File: src/hw/rtl/avp_pkg.sv
// avp_pkg: shared types and character constants for the address text validator
// no dependencies; imported by every rtl module
`default_nettype none

package avp_pkg;

   // ascii codes used by the character classes
   localparam logic [7:0] CH_ZERO   = 8'h30;
   localparam logic [7:0] CH_NINE   = 8'h39;
   localparam logic [7:0] CH_LO_A   = 8'h61;
   localparam logic [7:0] CH_LO_F   = 8'h66;
   localparam logic [7:0] CH_UP_A   = 8'h41;
   localparam logic [7:0] CH_UP_F   = 8'h46;
   localparam logic [7:0] CH_COLON  = 8'h3A;
   localparam logic [7:0] CH_DOT    = 8'h2E;

   // limits of the dotted quad and hex group checks
   localparam logic [9:0] OCTET_MAX      = 10'd255;
   localparam logic [2:0] QUAD_DIGIT_MAX = 3'd3;
   localparam logic [2:0] QUAD_GROUPS    = 3'd4;
   localparam logic [2:0] HEX_DIGIT_MAX  = 3'd4;
   localparam logic [3:0] HEX_GROUPS     = 4'd8;
   localparam logic [3:0] HEX_GROUPS_ZR  = 4'd6;

   // address kind codes
   typedef enum logic [1:0] {
      KIND_NONE   = 2'd0,
      KIND_V4     = 2'd1,
      KIND_V6     = 2'd2,
      KIND_MAPPED = 2'd3
   } kind_type;

   // failure cause codes
   typedef enum logic [1:0] {
      FAIL_NONE   = 2'd0,
      FAIL_CHAR   = 2'd1,
      FAIL_FORMAT = 2'd2,
      FAIL_UNDET  = 2'd3
   } fail_type;

   // colon run codes
   typedef enum logic [1:0] {
      RUN_NONE = 2'd0,
      RUN_ONE  = 2'd1,
      RUN_TWO  = 2'd2
   } run_type;

   // tracker for a leading "::ffff:" prefix
   typedef enum logic [3:0] {
      PH_START     = 4'd0,
      PH_ONE_COLON = 4'd1,
      PH_TWO_COLON = 4'd2,
      PH_F1        = 4'd3,
      PH_F2        = 4'd4,
      PH_F3        = 4'd5,
      PH_F4        = 4'd6,
      PH_PREFIX    = 4'd7,
      PH_MAPPED    = 4'd8,
      PH_DEAD      = 4'd15
   } prefix_type;

   // verdict handed from the scanner to the response register
   typedef struct packed {
      logic     addr_valid;
      kind_type addr_kind;
      fail_type fail_cause;
   } result_type;

endpackage

`default_nettype wire

File: src/hw/rtl/avp_req_if.sv
// avp_req_if: character channel, valid/ready with one character per transaction
// depends on nothing but the handshake convention
`default_nettype none

interface avp_req_if;
   logic       valid;
   logic       ready;
   logic [7:0] char_code;
   logic       last_char;

   modport source (output valid, output char_code, output last_char, input ready);
   modport sink   (input valid, input char_code, input last_char, output ready);
endinterface

`default_nettype wire

File: src/hw/rtl/avp_rsp_if.sv
// avp_rsp_if: verdict channel, valid/ready with one verdict per transaction
// depends on nothing but the handshake convention
`default_nettype none

interface avp_rsp_if;
   logic       valid;
   logic       ready;
   logic       addr_valid;
   logic [1:0] addr_kind;
   logic [1:0] fail_cause;

   modport source (output valid, output addr_valid, output addr_kind, output fail_cause,
                   input ready);
   modport sink   (input valid, input addr_valid, input addr_kind, input fail_cause,
                   output ready);
endinterface

`default_nettype wire

File: src/hw/rtl/avp_scan.sv
// avp_scan: per-character state of the ipv4 and ipv6 checkers and the verdict logic
// depends on avp_pkg
`default_nettype none

module avp_scan (
   input  wire logic               clock,
   input  wire logic               reset,
   input  wire logic               accept,
   input  wire logic [7:0]         char_code,
   input  wire logic               last_char,
   output avp_pkg::result_type     result
);
   import avp_pkg::*;

   // state registers
   kind_type   kind_seen_ff, kind_seen_in;
   logic [2:0] quad_digits_ff, quad_digits_in;
   logic [9:0] quad_value_ff, quad_value_in;
   logic [2:0] quad_groups_ff, quad_groups_in;
   fail_type   quad_fail_ff, quad_fail_in;
   kind_type   rest_kind_ff, rest_kind_in;
   logic [2:0] hex_digits_ff, hex_digits_in;
   logic [3:0] hex_groups_ff, hex_groups_in;
   logic       zero_run_used_ff, zero_run_used_in;
   run_type    colon_run_ff, colon_run_in;
   fail_type   fail_code_ff, fail_code_in;
   prefix_type prefix_ff, prefix_in;

   // character classes
   logic       is_dec, is_hexl, is_colon, is_dot, is_f;
   kind_type   dec_kind;
   logic       quad_restart;

   // quad checker base after an optional restart
   logic [2:0] qb_digits;
   logic [9:0] qb_value;
   logic [2:0] qb_groups;
   fail_type   qb_fail;
   kind_type   rest_base;
   logic [13:0] times_ten;

   fail_type   quad_cause, hex_cause;

   assign is_dec   = (char_code >= CH_ZERO) && (char_code <= CH_NINE);
   assign is_hexl  = ((char_code >= CH_LO_A) && (char_code <= CH_LO_F)) ||
                     ((char_code >= CH_UP_A) && (char_code <= CH_UP_F));
   assign is_colon = (char_code == CH_COLON);
   assign is_dot   = (char_code == CH_DOT);
   assign is_f     = (char_code == CH_LO_F) || (char_code == CH_UP_F);

   // deciding character
   always_comb begin
      if (is_dot) begin
         dec_kind = KIND_V4;
      end else if (is_hexl || is_colon) begin
         dec_kind = KIND_V6;
      end else begin
         dec_kind = KIND_NONE;
      end
   end

   assign kind_seen_in = (kind_seen_ff == KIND_NONE) ? dec_kind : kind_seen_ff;

   // prefix tracker next state
   always_comb begin
      unique case (prefix_ff)
         PH_START, PH_ONE_COLON, PH_F4: begin
            prefix_in = is_colon ? prefix_type'(prefix_ff + 4'd1) : PH_DEAD;
         end
         PH_TWO_COLON, PH_F1, PH_F2, PH_F3: begin
            prefix_in = is_f ? prefix_type'(prefix_ff + 4'd1) : PH_DEAD;
         end
         PH_PREFIX: begin
            prefix_in = is_colon ? PH_DEAD : PH_MAPPED;
         end
         default: begin
            prefix_in = prefix_ff;
         end
      endcase
   end

   // prefix tracker output: the embedded quad starts over after the prefix
   assign quad_restart = (prefix_ff == PH_PREFIX) && !is_colon;

   // ipv6 group checker
   always_comb begin
      fail_code_in     = fail_code_ff;
      hex_digits_in    = hex_digits_ff;
      hex_groups_in    = hex_groups_ff;
      zero_run_used_in = zero_run_used_ff;
      colon_run_in     = colon_run_ff;
      if (fail_code_ff == FAIL_NONE) begin
         if ((prefix_ff == PH_ONE_COLON) && !is_colon) begin
            fail_code_in = FAIL_FORMAT;
         end else if (is_dec || is_hexl) begin
            colon_run_in  = RUN_NONE;
            hex_digits_in = hex_digits_ff + 3'd1;
            if (hex_digits_ff >= HEX_DIGIT_MAX) begin
               fail_code_in = FAIL_FORMAT;
            end
         end else if (is_colon) begin
            case (colon_run_ff)
               RUN_NONE: begin
                  colon_run_in  = RUN_ONE;
                  hex_groups_in = hex_groups_ff + 4'd1;
                  hex_digits_in = 3'd0;
                  if (hex_groups_ff >= HEX_GROUPS) begin
                     fail_code_in = FAIL_FORMAT;
                  end
               end
               RUN_ONE: begin
                  if (zero_run_used_ff) begin
                     fail_code_in = FAIL_FORMAT;
                  end else begin
                     zero_run_used_in = 1'b1;
                     colon_run_in     = RUN_TWO;
                  end
               end
               default: begin
                  fail_code_in = FAIL_FORMAT;
               end
            endcase
         end else begin
            fail_code_in = FAIL_CHAR;
         end
      end
   end

   // quad checker base values, cleared when the mapped part begins
   always_comb begin
      if (quad_restart) begin
         qb_digits = 3'd0;
         qb_value  = 10'd0;
         qb_groups = 3'd1;
         qb_fail   = FAIL_NONE;
         rest_base = KIND_NONE;
      end else begin
         qb_digits = quad_digits_ff;
         qb_value  = quad_value_ff;
         qb_groups = quad_groups_ff;
         qb_fail   = quad_fail_ff;
         rest_base = rest_kind_ff;
      end
   end

   // value times ten plus the new digit, kept to ten bits
   assign times_ten = {1'b0, qb_value, 3'b000} + {3'b000, qb_value, 1'b0} +
                      {10'd0, char_code[3:0]};

   // ipv4 octet checker
   always_comb begin
      quad_digits_in = qb_digits;
      quad_value_in  = qb_value;
      quad_groups_in = qb_groups;
      quad_fail_in   = qb_fail;
      if (qb_fail == FAIL_NONE) begin
         if (is_dec) begin
            quad_digits_in = qb_digits + 3'd1;
            quad_value_in  = times_ten[9:0];
            if ((qb_digits >= QUAD_DIGIT_MAX) || (qb_groups > QUAD_GROUPS)) begin
               quad_fail_in = FAIL_FORMAT;
            end
         end else if (is_dot) begin
            if ((qb_digits == 3'd0) || (qb_value > OCTET_MAX)) begin
               quad_fail_in = FAIL_FORMAT;
            end else begin
               quad_groups_in = qb_groups + 3'd1;
               quad_digits_in = 3'd0;
               quad_value_in  = 10'd0;
               if (qb_groups >= QUAD_GROUPS) begin
                  quad_fail_in = FAIL_FORMAT;
               end
            end
         end else begin
            quad_fail_in = FAIL_CHAR;
         end
      end
   end

   assign rest_kind_in = ((prefix_in == PH_MAPPED) && (rest_base == KIND_NONE)) ?
                         dec_kind : rest_base;

   // end-of-string checks of both checkers
   always_comb begin
      if (quad_fail_in != FAIL_NONE) begin
         quad_cause = quad_fail_in;
      end else if ((quad_groups_in != QUAD_GROUPS) || (quad_digits_in == 3'd0) ||
                   (quad_value_in > OCTET_MAX)) begin
         quad_cause = FAIL_FORMAT;
      end else begin
         quad_cause = FAIL_NONE;
      end
   end

   always_comb begin
      if (fail_code_in != FAIL_NONE) begin
         hex_cause = fail_code_in;
      end else if (prefix_in == PH_ONE_COLON) begin
         hex_cause = FAIL_FORMAT;
      end else if ((hex_digits_in == 3'd0) && (colon_run_in != RUN_TWO)) begin
         hex_cause = FAIL_FORMAT;
      end else if (zero_run_used_in && (hex_groups_in > HEX_GROUPS_ZR)) begin
         hex_cause = FAIL_FORMAT;
      end else if (!zero_run_used_in && (hex_groups_in != HEX_GROUPS)) begin
         hex_cause = FAIL_FORMAT;
      end else begin
         hex_cause = FAIL_NONE;
      end
   end

   // verdict for a string that ends with this character
   always_comb begin
      if ((prefix_in == PH_MAPPED) && (rest_kind_in == KIND_V4)) begin
         result.addr_kind  = KIND_MAPPED;
         result.fail_cause = quad_cause;
      end else if (kind_seen_in == KIND_V4) begin
         result.addr_kind  = KIND_V4;
         result.fail_cause = quad_cause;
      end else if (kind_seen_in == KIND_V6) begin
         result.addr_kind  = KIND_V6;
         result.fail_cause = hex_cause;
      end else begin
         result.addr_kind  = KIND_NONE;
         result.fail_cause = FAIL_UNDET;
      end
      result.addr_valid = (result.fail_cause == FAIL_NONE);
   end

   // state update, back to start after the last character
   always_ff @(posedge clock) begin
      if (reset || (accept && last_char)) begin
         kind_seen_ff     <= KIND_NONE;
         quad_digits_ff   <= 3'd0;
         quad_value_ff    <= 10'd0;
         quad_groups_ff   <= 3'd1;
         quad_fail_ff     <= FAIL_NONE;
         rest_kind_ff     <= KIND_NONE;
         hex_digits_ff    <= 3'd0;
         hex_groups_ff    <= 4'd1;
         zero_run_used_ff <= 1'b0;
         colon_run_ff     <= RUN_NONE;
         fail_code_ff     <= FAIL_NONE;
         prefix_ff        <= PH_START;
      end else if (accept) begin
         kind_seen_ff     <= kind_seen_in;
         quad_digits_ff   <= quad_digits_in;
         quad_value_ff    <= quad_value_in;
         quad_groups_ff   <= quad_groups_in;
         quad_fail_ff     <= quad_fail_in;
         rest_kind_ff     <= rest_kind_in;
         hex_digits_ff    <= hex_digits_in;
         hex_groups_ff    <= hex_groups_in;
         zero_run_used_ff <= zero_run_used_in;
         colon_run_ff     <= colon_run_in;
         fail_code_ff     <= fail_code_in;
         prefix_ff        <= prefix_in;
      end
   end

`ifndef SYNTH
   // a finished string leaves the checkers at their start state
   a_restart: assert property (@(posedge clock) disable iff (reset)
      (accept && last_char) |=> (kind_seen_ff == KIND_NONE) && (prefix_ff == PH_START) &&
                                (fail_code_ff == FAIL_NONE) && (quad_fail_ff == FAIL_NONE))
      else $error("checker state not cleared after end of string");

   // the first ipv6 failure is kept until the string ends
   a_fail_sticky: assert property (@(posedge clock) disable iff (reset)
      (accept && !last_char && (fail_code_ff != FAIL_NONE)) |=>
         (fail_code_ff == $past(fail_code_ff)))
      else $error("ipv6 failure cause changed mid-string");

   // a mapped verdict only comes out of the prefix path
   a_mapped_path: assert property (@(posedge clock) disable iff (reset)
      (accept && last_char && (result.addr_kind == KIND_MAPPED)) |->
         ((prefix_ff == PH_PREFIX) || (prefix_ff == PH_MAPPED)))
      else $error("mapped kind without the ffff prefix");
`endif

endmodule

`default_nettype wire

File: src/hw/rtl/avp_rsp_reg.sv
// avp_rsp_reg: output register that holds a verdict until the receiver takes it
// depends on avp_pkg
`default_nettype none

module avp_rsp_reg (
   input  wire logic               clock,
   input  wire logic               reset,
   input  wire logic               load,
   input  wire avp_pkg::result_type result,
   input  wire logic               rsp_ready,
   output logic                    can_take,
   output logic                    rsp_valid,
   output avp_pkg::result_type     rsp_data
);
   import avp_pkg::*;

   logic       rsp_valid_ff, rsp_valid_in;
   result_type rsp_data_ff;

   // room for a new verdict when empty or when the held one leaves now
   assign can_take = !rsp_valid_ff || rsp_ready;

   // valid flag next value
   always_comb begin
      if (load) begin
         rsp_valid_in = 1'b1;
      end else if (rsp_ready) begin
         rsp_valid_in = 1'b0;
      end else begin
         rsp_valid_in = rsp_valid_ff;
      end
   end

   always_ff @(posedge clock) begin
      if (reset) begin
         rsp_valid_ff <= 1'b0;
      end else begin
         rsp_valid_ff <= rsp_valid_in;
      end
   end

   // verdict payload, no reset needed
   always_ff @(posedge clock) begin
      if (load) begin
         rsp_data_ff <= result;
      end
   end

   assign rsp_valid = rsp_valid_ff;
   assign rsp_data  = rsp_data_ff;

`ifndef SYNTH
   // a loaded verdict is presented on the next cycle
   a_load_shows: assert property (@(posedge clock) disable iff (reset)
      load |=> rsp_valid_ff)
      else $error("loaded verdict not presented");

   // the valid flag of a held verdict agrees with its cause
   a_valid_cause: assert property (@(posedge clock) disable iff (reset)
      rsp_valid_ff |-> (rsp_data_ff.addr_valid == (rsp_data_ff.fail_cause == FAIL_NONE)))
      else $error("verdict valid flag disagrees with fail cause");

   // a verdict the receiver has not taken stays put
   a_hold_stable: assert property (@(posedge clock) disable iff (reset)
      (rsp_valid_ff && !rsp_ready) |=> (rsp_valid_ff && $stable(rsp_data_ff)))
      else $error("held verdict changed before it was taken");
`endif

endmodule

`default_nettype wire

File: src/hw/rtl/ip_address_text_validator_top.sv
// ip_address_text_validator_top: checks an ipv4/ipv6 address string one character
// at a time. Characters arrive on req_if, one per transaction, the final one with
// last_char set. Each string yields one verdict transaction on rsp_if: addr_valid,
// addr_kind (undetected, ipv4, ipv6, ipv4-mapped ipv6) and fail_cause.
// Throughput: one character per cycle; the checker state updates in the same
// cycle that a character is accepted, from the state registers and the character.
// Latency: the verdict is valid in the cycle after the last character is accepted.
// The verdict sits in a one-entry output register; req_if.ready drops only while
// that register holds a verdict the receiver has not taken, so a stalled receiver
// holds the character stream and the verdict stays stable until taken.
// Reset (synchronous, active high) empties the output register and returns the
// checkers to the start of a string; no clearing sweep is needed.
// depends on avp_pkg, avp_req_if, avp_rsp_if, avp_scan, avp_rsp_reg
`default_nettype none

module ip_address_text_validator_top (
   input  wire logic   clock,
   input  wire logic   reset,
   avp_req_if.sink     req_if,
   avp_rsp_if.source   rsp_if
);
   import avp_pkg::*;

   logic       can_take;
   logic       accept;
   logic       rsp_valid;
   result_type result;
   result_type rsp_data;

   // transaction accepted on the character channel
   assign req_if.ready = can_take;
   assign accept       = req_if.valid && can_take;

   avp_scan u_scan (
      .clock     (clock),
      .reset     (reset),
      .accept    (accept),
      .char_code (req_if.char_code),
      .last_char (req_if.last_char),
      .result    (result)
   );

   avp_rsp_reg u_rsp (
      .clock     (clock),
      .reset     (reset),
      .load      (accept && req_if.last_char),
      .result    (result),
      .rsp_ready (rsp_if.ready),
      .can_take  (can_take),
      .rsp_valid (rsp_valid),
      .rsp_data  (rsp_data)
   );

   // verdict channel
   assign rsp_if.valid      = rsp_valid;
   assign rsp_if.addr_valid = rsp_data.addr_valid;
   assign rsp_if.addr_kind  = rsp_data.addr_kind;
   assign rsp_if.fail_cause = rsp_data.fail_cause;

endmodule

`default_nettype wire

File: src/flat_wrapper.sv
// flat-port wrapper written by rule: the top's interface ports become plain ports
module ip_address_text_validator_top_flat import avp_pkg::*;
  (clock, reset, req_if_valid, req_if_char_code, req_if_last_char, req_if_ready, rsp_if_valid, rsp_if_addr_valid, rsp_if_addr_kind, rsp_if_fail_cause, rsp_if_ready);
  avp_req_if req_if_i ();
  avp_rsp_if rsp_if_i ();
  input  wire logic clock;
  input  wire logic reset;
  input wire logic [$bits(req_if_i.valid)-1:0] req_if_valid;
  input wire logic [$bits(req_if_i.char_code)-1:0] req_if_char_code;
  input wire logic [$bits(req_if_i.last_char)-1:0] req_if_last_char;
  output wire logic [$bits(req_if_i.ready)-1:0] req_if_ready;
  output wire logic [$bits(rsp_if_i.valid)-1:0] rsp_if_valid;
  output wire logic [$bits(rsp_if_i.addr_valid)-1:0] rsp_if_addr_valid;
  output wire logic [$bits(rsp_if_i.addr_kind)-1:0] rsp_if_addr_kind;
  output wire logic [$bits(rsp_if_i.fail_cause)-1:0] rsp_if_fail_cause;
  input wire logic [$bits(rsp_if_i.ready)-1:0] rsp_if_ready;
  assign req_if_i.valid = req_if_valid;
  assign req_if_i.char_code = req_if_char_code;
  assign req_if_i.last_char = req_if_last_char;
  assign req_if_ready = req_if_i.ready;
  assign rsp_if_valid = rsp_if_i.valid;
  assign rsp_if_addr_valid = rsp_if_i.addr_valid;
  assign rsp_if_addr_kind = rsp_if_i.addr_kind;
  assign rsp_if_fail_cause = rsp_if_i.fail_cause;
  assign rsp_if_i.ready = rsp_if_ready;
  ip_address_text_validator_top u_core (.clock(clock), .reset(reset), .req_if(req_if_i), .rsp_if(rsp_if_i));
endmodule
File: config.mk
export PLATFORM = sky130hd
export DESIGN_NAME = ip_address_text_validator_top_flat
export DESIGN_NICKNAME = d
export VERILOG_FILES = /design/src/hw/rtl/avp_pkg.sv /design/src/hw/rtl/avp_req_if.sv /design/src/hw/rtl/avp_rsp_if.sv /design/src/hw/rtl/avp_scan.sv /design/src/hw/rtl/avp_rsp_reg.sv /design/src/hw/rtl/ip_address_text_validator_top.sv /design/src/flat_wrapper.sv
export SDC_FILE = /design/constraint.sdc
export NUM_CORES = 1
export LEC_CHECK = 0
export ABC_AREA = 1
export BUFFER_PORTS_ARGS = -buffer_cell sky130_fd_sc_hd__buf_4
export CAP_MARGIN = 0
export CORE_MARGIN = 2
export CORE_UTILIZATION = 30
export CTS_CLUSTER_SIZE = 16
export DETAILED_ROUTE_END_ITERATION = 6
export GPL_TIMING_DRIVEN = 0
export HOLD_SLACK_MARGIN = 0.03
export SYNTH_ARGS = -nofsm -noshare
export SYNTH_HDL_FRONTEND = slang
export SYNTH_HIERARCHICAL = 1
export SYNTH_SLANG_ARGS = --single-unit
File: constraint.sdc
create_clock -name clock -period 3.6 [get_ports clock]
set_clock_uncertainty 0.1 [all_clocks]
set_input_delay 0.18 -clock clock [delete_from_list [all_inputs] [get_ports clock]]
set_output_delay 0.18 -clock clock [all_outputs]
set_load 0.02 [all_outputs]
==> impl_metrics.json <==
{
  "critical_path.top_delay_family": "adder cells",
  "synth_top_cell_area_share_pct": 22.1,
  "startpoint_type": "register",
  "cts.clk_slew.worst_paths_ns": 0.07,
  "cts-htree-levels": 2,
  "ant_nets": 0,
  "port_buffers": 19,
  "pwr_density_cell_nw_per_um2": 338,
  "grt_pass1_wl_mm": 16.1,
  "reg2reg_depth": 20,
  "worst_pin_slew_ns": 0.688,
  "via_per_inst": 5.03,
  "hp-start": "rsp_if_ready",
  "grt_start_max_net_pins": 14,
  "die_y_um": 112,
  "die_area_sq_um": 12600,
  "first_global_vias": 3417,
  "routedWlPerCell_um": 13.7,
  "cts_num_sinks": 44,
  "ys_ff_latch": 44,
  "synth-edff-count": 5,
  "hold_path.class": "input pin to register",
  "antenna_cells": 0,
  "p_comb_share_pct": 27.0,
  "syn_area_per_cell_sq_um": 6.49,
  "post-route-min-period_ns": 3.32,
  "cp_max_fo": 6,
  "p_clk_share_pct": 33.6,
  "tns_ns": 0,
  "num-nets-final": 611,
  "p_switching_uw": 468,
  "cts_tree": "yes",
  "maxSlewHeadroom_pct": 54.1,
  "synth-main-ff-cell": "dfxtp_1",
  "timing.rr.start": "u_core/u_scan/prefix_ff[0]",
  "num_vias": 3608,
  "layout-drive-gt1-share_pct": 14.3,
  "status": "completed",
  "worstSetupPathType": "register to register",
  "coreArea_sq_um": 11500,
  "dr.pass1.iters": 5,
  "rrSetupSlack_ns": 0.28,
  "synth_area_sq_um": 3530,
  "grt_remaining_overflow": 0,
  "hold_end": "u_core/u_rsp/rsp_valid",
  "fin_util_pct": 36.3,
  "rsz0062_at_grt": "no",
  "end_kind": "register",
  "rr_endpoint": "u_core/u_rsp/rsp_data[1]",
  "drv_slew": 0,
  "start_util_pct": 30.7,
  "max_stage_delay_ns": 0.40,
  "p_leak_nw": 2.03,
  "finalCritPeriodShare_pct": 92.2,
  "cts.path.max_buffers": 2,
  "cp_num_cells": 20,
  "yosysMostFrequentCell": "nand2_1",
  "netlist_top_cells_count": "124 x nand2_1, 91 x inv_1, 51 x nor2_1",
  "peakVddDrop_mv": 0.180,
  "clk_latency_ns": 0.29,
  "fillCellCount": 1244,
  "cp_slowest_cell": "dfxtp_4",
  "internal_power_uw": 936,
  "synth.largest_area_cell": "dfxtp_1",
  "pin_count": 20,
  "yosysSeqAreaShare_pct": 26.4,
  "ctsRootBufferMaster": "clkbuf_16",
  "dp.final_hpwl_mm": 7.23,
  "fp-row-count": 39,
  "synth_fp_nets": 581,
  "power_frac_seq_pct": 39.4,
  "synth_area_leaders": "dfxtp_1 22%, nand2_1 13%, inv_1 9.7%",
  "switching_share_pct": 33.3,
  "area_delta_synth_final_pct": 18.0,
  "finalHoldViolations": 0,
  "synthArstFlopShare_pct": 0,
  "cp_cell_sequence": "ha_4 -> nand2_2 -> inv_4 -> nand2_8 -> inv_2 -> buf_6 -> nor2_4 -> ha_1 -> ha_1 -> inv_1 -> fa_2 -> inv_1 -> nand4_1 -> a31oi_2 -> o21ai_1 -> nor2_1 -> nand3_1 -> nand2_1 -> nand2_1 -> and2_1",
  "antenna_found_initial": 0,
  "maxCapViolations": 0,
  "yosys.cell_types.count": 47,
  "arrival_ns": 3.26,
  "drc": 0,
  "syn_inst": 543,
  "drt_wl_total_mm": 9.80,
  "required_ns": 3.55,
  "final-setup-viol-count": 0,
  "cts_buffers": 5,
  "ys_warn_count": 6,
  "fp.dieW_um": 112,
  "dr.first_iter.drc_count": 240,
  "fmax_ghz": 0.301,
  "gp_congestion": 0.887,
  "track_usage_pct": 15.5,
  "path_buf_inv": 5,
  "hold_depth": 4
}
==> placed cells by master, fill, tap and decap left out, types with 7 or more instances in the layout <==
cell,netlist,layout
nor3_1,7,7
clkbuf_1,10,10
nand3_1,31,31
dfxtp_1,39,35
a31oi_1,8,7
nand2_1,124,122
nor2_1,51,45
ha_1,24,20
inv_1,91,90
a21oi_1,28,28
o21ai_0,43,42
o211ai_1,7,7
a211oi_1,9,9
buf_4,0,21
nand2_2,7,9
==> flip-flops by register name (all words and copies together), names as in the netlist, 3 cells and up <==
register and count:
u_core/u_scan/quad_groups_ff 3, u_core/u_rsp/rsp_data 5, u_core/u_scan/hex_groups_ff 4, u_core/u_scan/hex_digits_ff 3
u_core/u_scan/quad_value_ff 10, u_core/u_scan/prefix_ff 4, u_core/u_scan/quad_digits_ff 3
==> final cells by class <==
cell class	count	area [sq um]	area share [%]
plain buffers	15	90.1	2.17
repair buffers	23	173	4.15
clock inverters	2	10.0	0.241
well taps	143	179	4.30
clock buffers	6	139	3.34
flip-flops and latches	44	941	22.6
multi-input cells	388	2260	54.5
inverters	96	363	8.72
==> per-layer routing <==
metal	up-vias	GRT usage, %	part of all wire [%]
met3	9	2.70	5.0
met5	-	0	0
met2	85	26.4	46
met4	0	3.01	0.85
met1	1684	20.8	48
li1	1830	-	-
==> stage by stage <==
| step | area, sq um | power, mW | std cells | hold WS (ns) | setup slack (ns) |
|---|---|---|---|---|---|
| after floorplan | 3530 | 0.821 | 543 | 0.142 | 0.424 |
| after global placement | 3850 | 0.909 | 705 | 0.248 | -0.139 |
| after detailed placement | 3850 | 0.918 | 705 | 0.254 | -0.154 |
| after CTS | 4020 | 1.40 | 714 | 0.0610 | 0.0133 |
| after global routing | 4160 | 1.49 | 717 | 0.0785 | 0.00815 |
| final | 4160 | 1.40 | 717 | 0.0693 | 0.282 |
==> cell families (layout without fill, tap and decap cells) <==
kind of cell,count (synthesis),count (layout),synth area share [%]
AOI/OAI and AO/OA,114,114,19.7
xor gates and xnor gates,6,6,1.49
adders and majority gates,25,25,9.08
buffers and inverters,111,142,12.5
DFF,44,44,26.4
and+or+nand+nor,243,243,30.8
==> timing repair <==
item / 4_1_cts / 5_1_grt
pin swaps: 1 / 6
hold endpoints to repair: 1 / 0
resized for setup: 8 / 26
cloned: 0 / 1
buffers inserted: 0 / 2
endpoints found under the setup margin: 2 / 3
hold buffers: 1 / 0
==> tightest hold or removal path, stage by stage <==
cell and delay [ns]:
buf_4 0.08, inv_1 0.04, nand2_2 0.07, a21oi_2 0.05
==> power by group through the flow <==
stage | logic [mW] | registers, mW | clock network, mW
2_1_floorplan | 0.263 | 0.557 | 0
4_1_cts | 0.361 | 0.550 | 0.485
5_1_grt | 0.429 | 0.556 | 0.504
3_3_place_gp | 0.350 | 0.559 | 0
6_report | 0.380 | 0.553 | 0.472
3_5_place_dp | 0.358 | 0.560 | 0
==> worst max path at each step <==
stage,from,to,slack [ns]
6_report,u_core/u_scan/prefix_ff[0],u_core/u_rsp/rsp_data[1],0.28
4_1_cts,u_core/u_scan/prefix_ff[0],u_core/u_rsp/rsp_data[1],0.01
2_1_floorplan,u_core/u_scan/prefix_ff[0],u_core/u_rsp/rsp_data[1],0.42
3_5_place_dp,u_core/u_scan/prefix_ff[0],u_core/u_rsp/rsp_data[1],-0.15
3_3_place_gp,u_core/u_scan/prefix_ff[0],u_core/u_rsp/rsp_data[1],-0.14
5_1_grt,u_core/u_scan/prefix_ff[0],u_core/u_rsp/rsp_data[1],0.008
(Power assumes the default switching activity.)
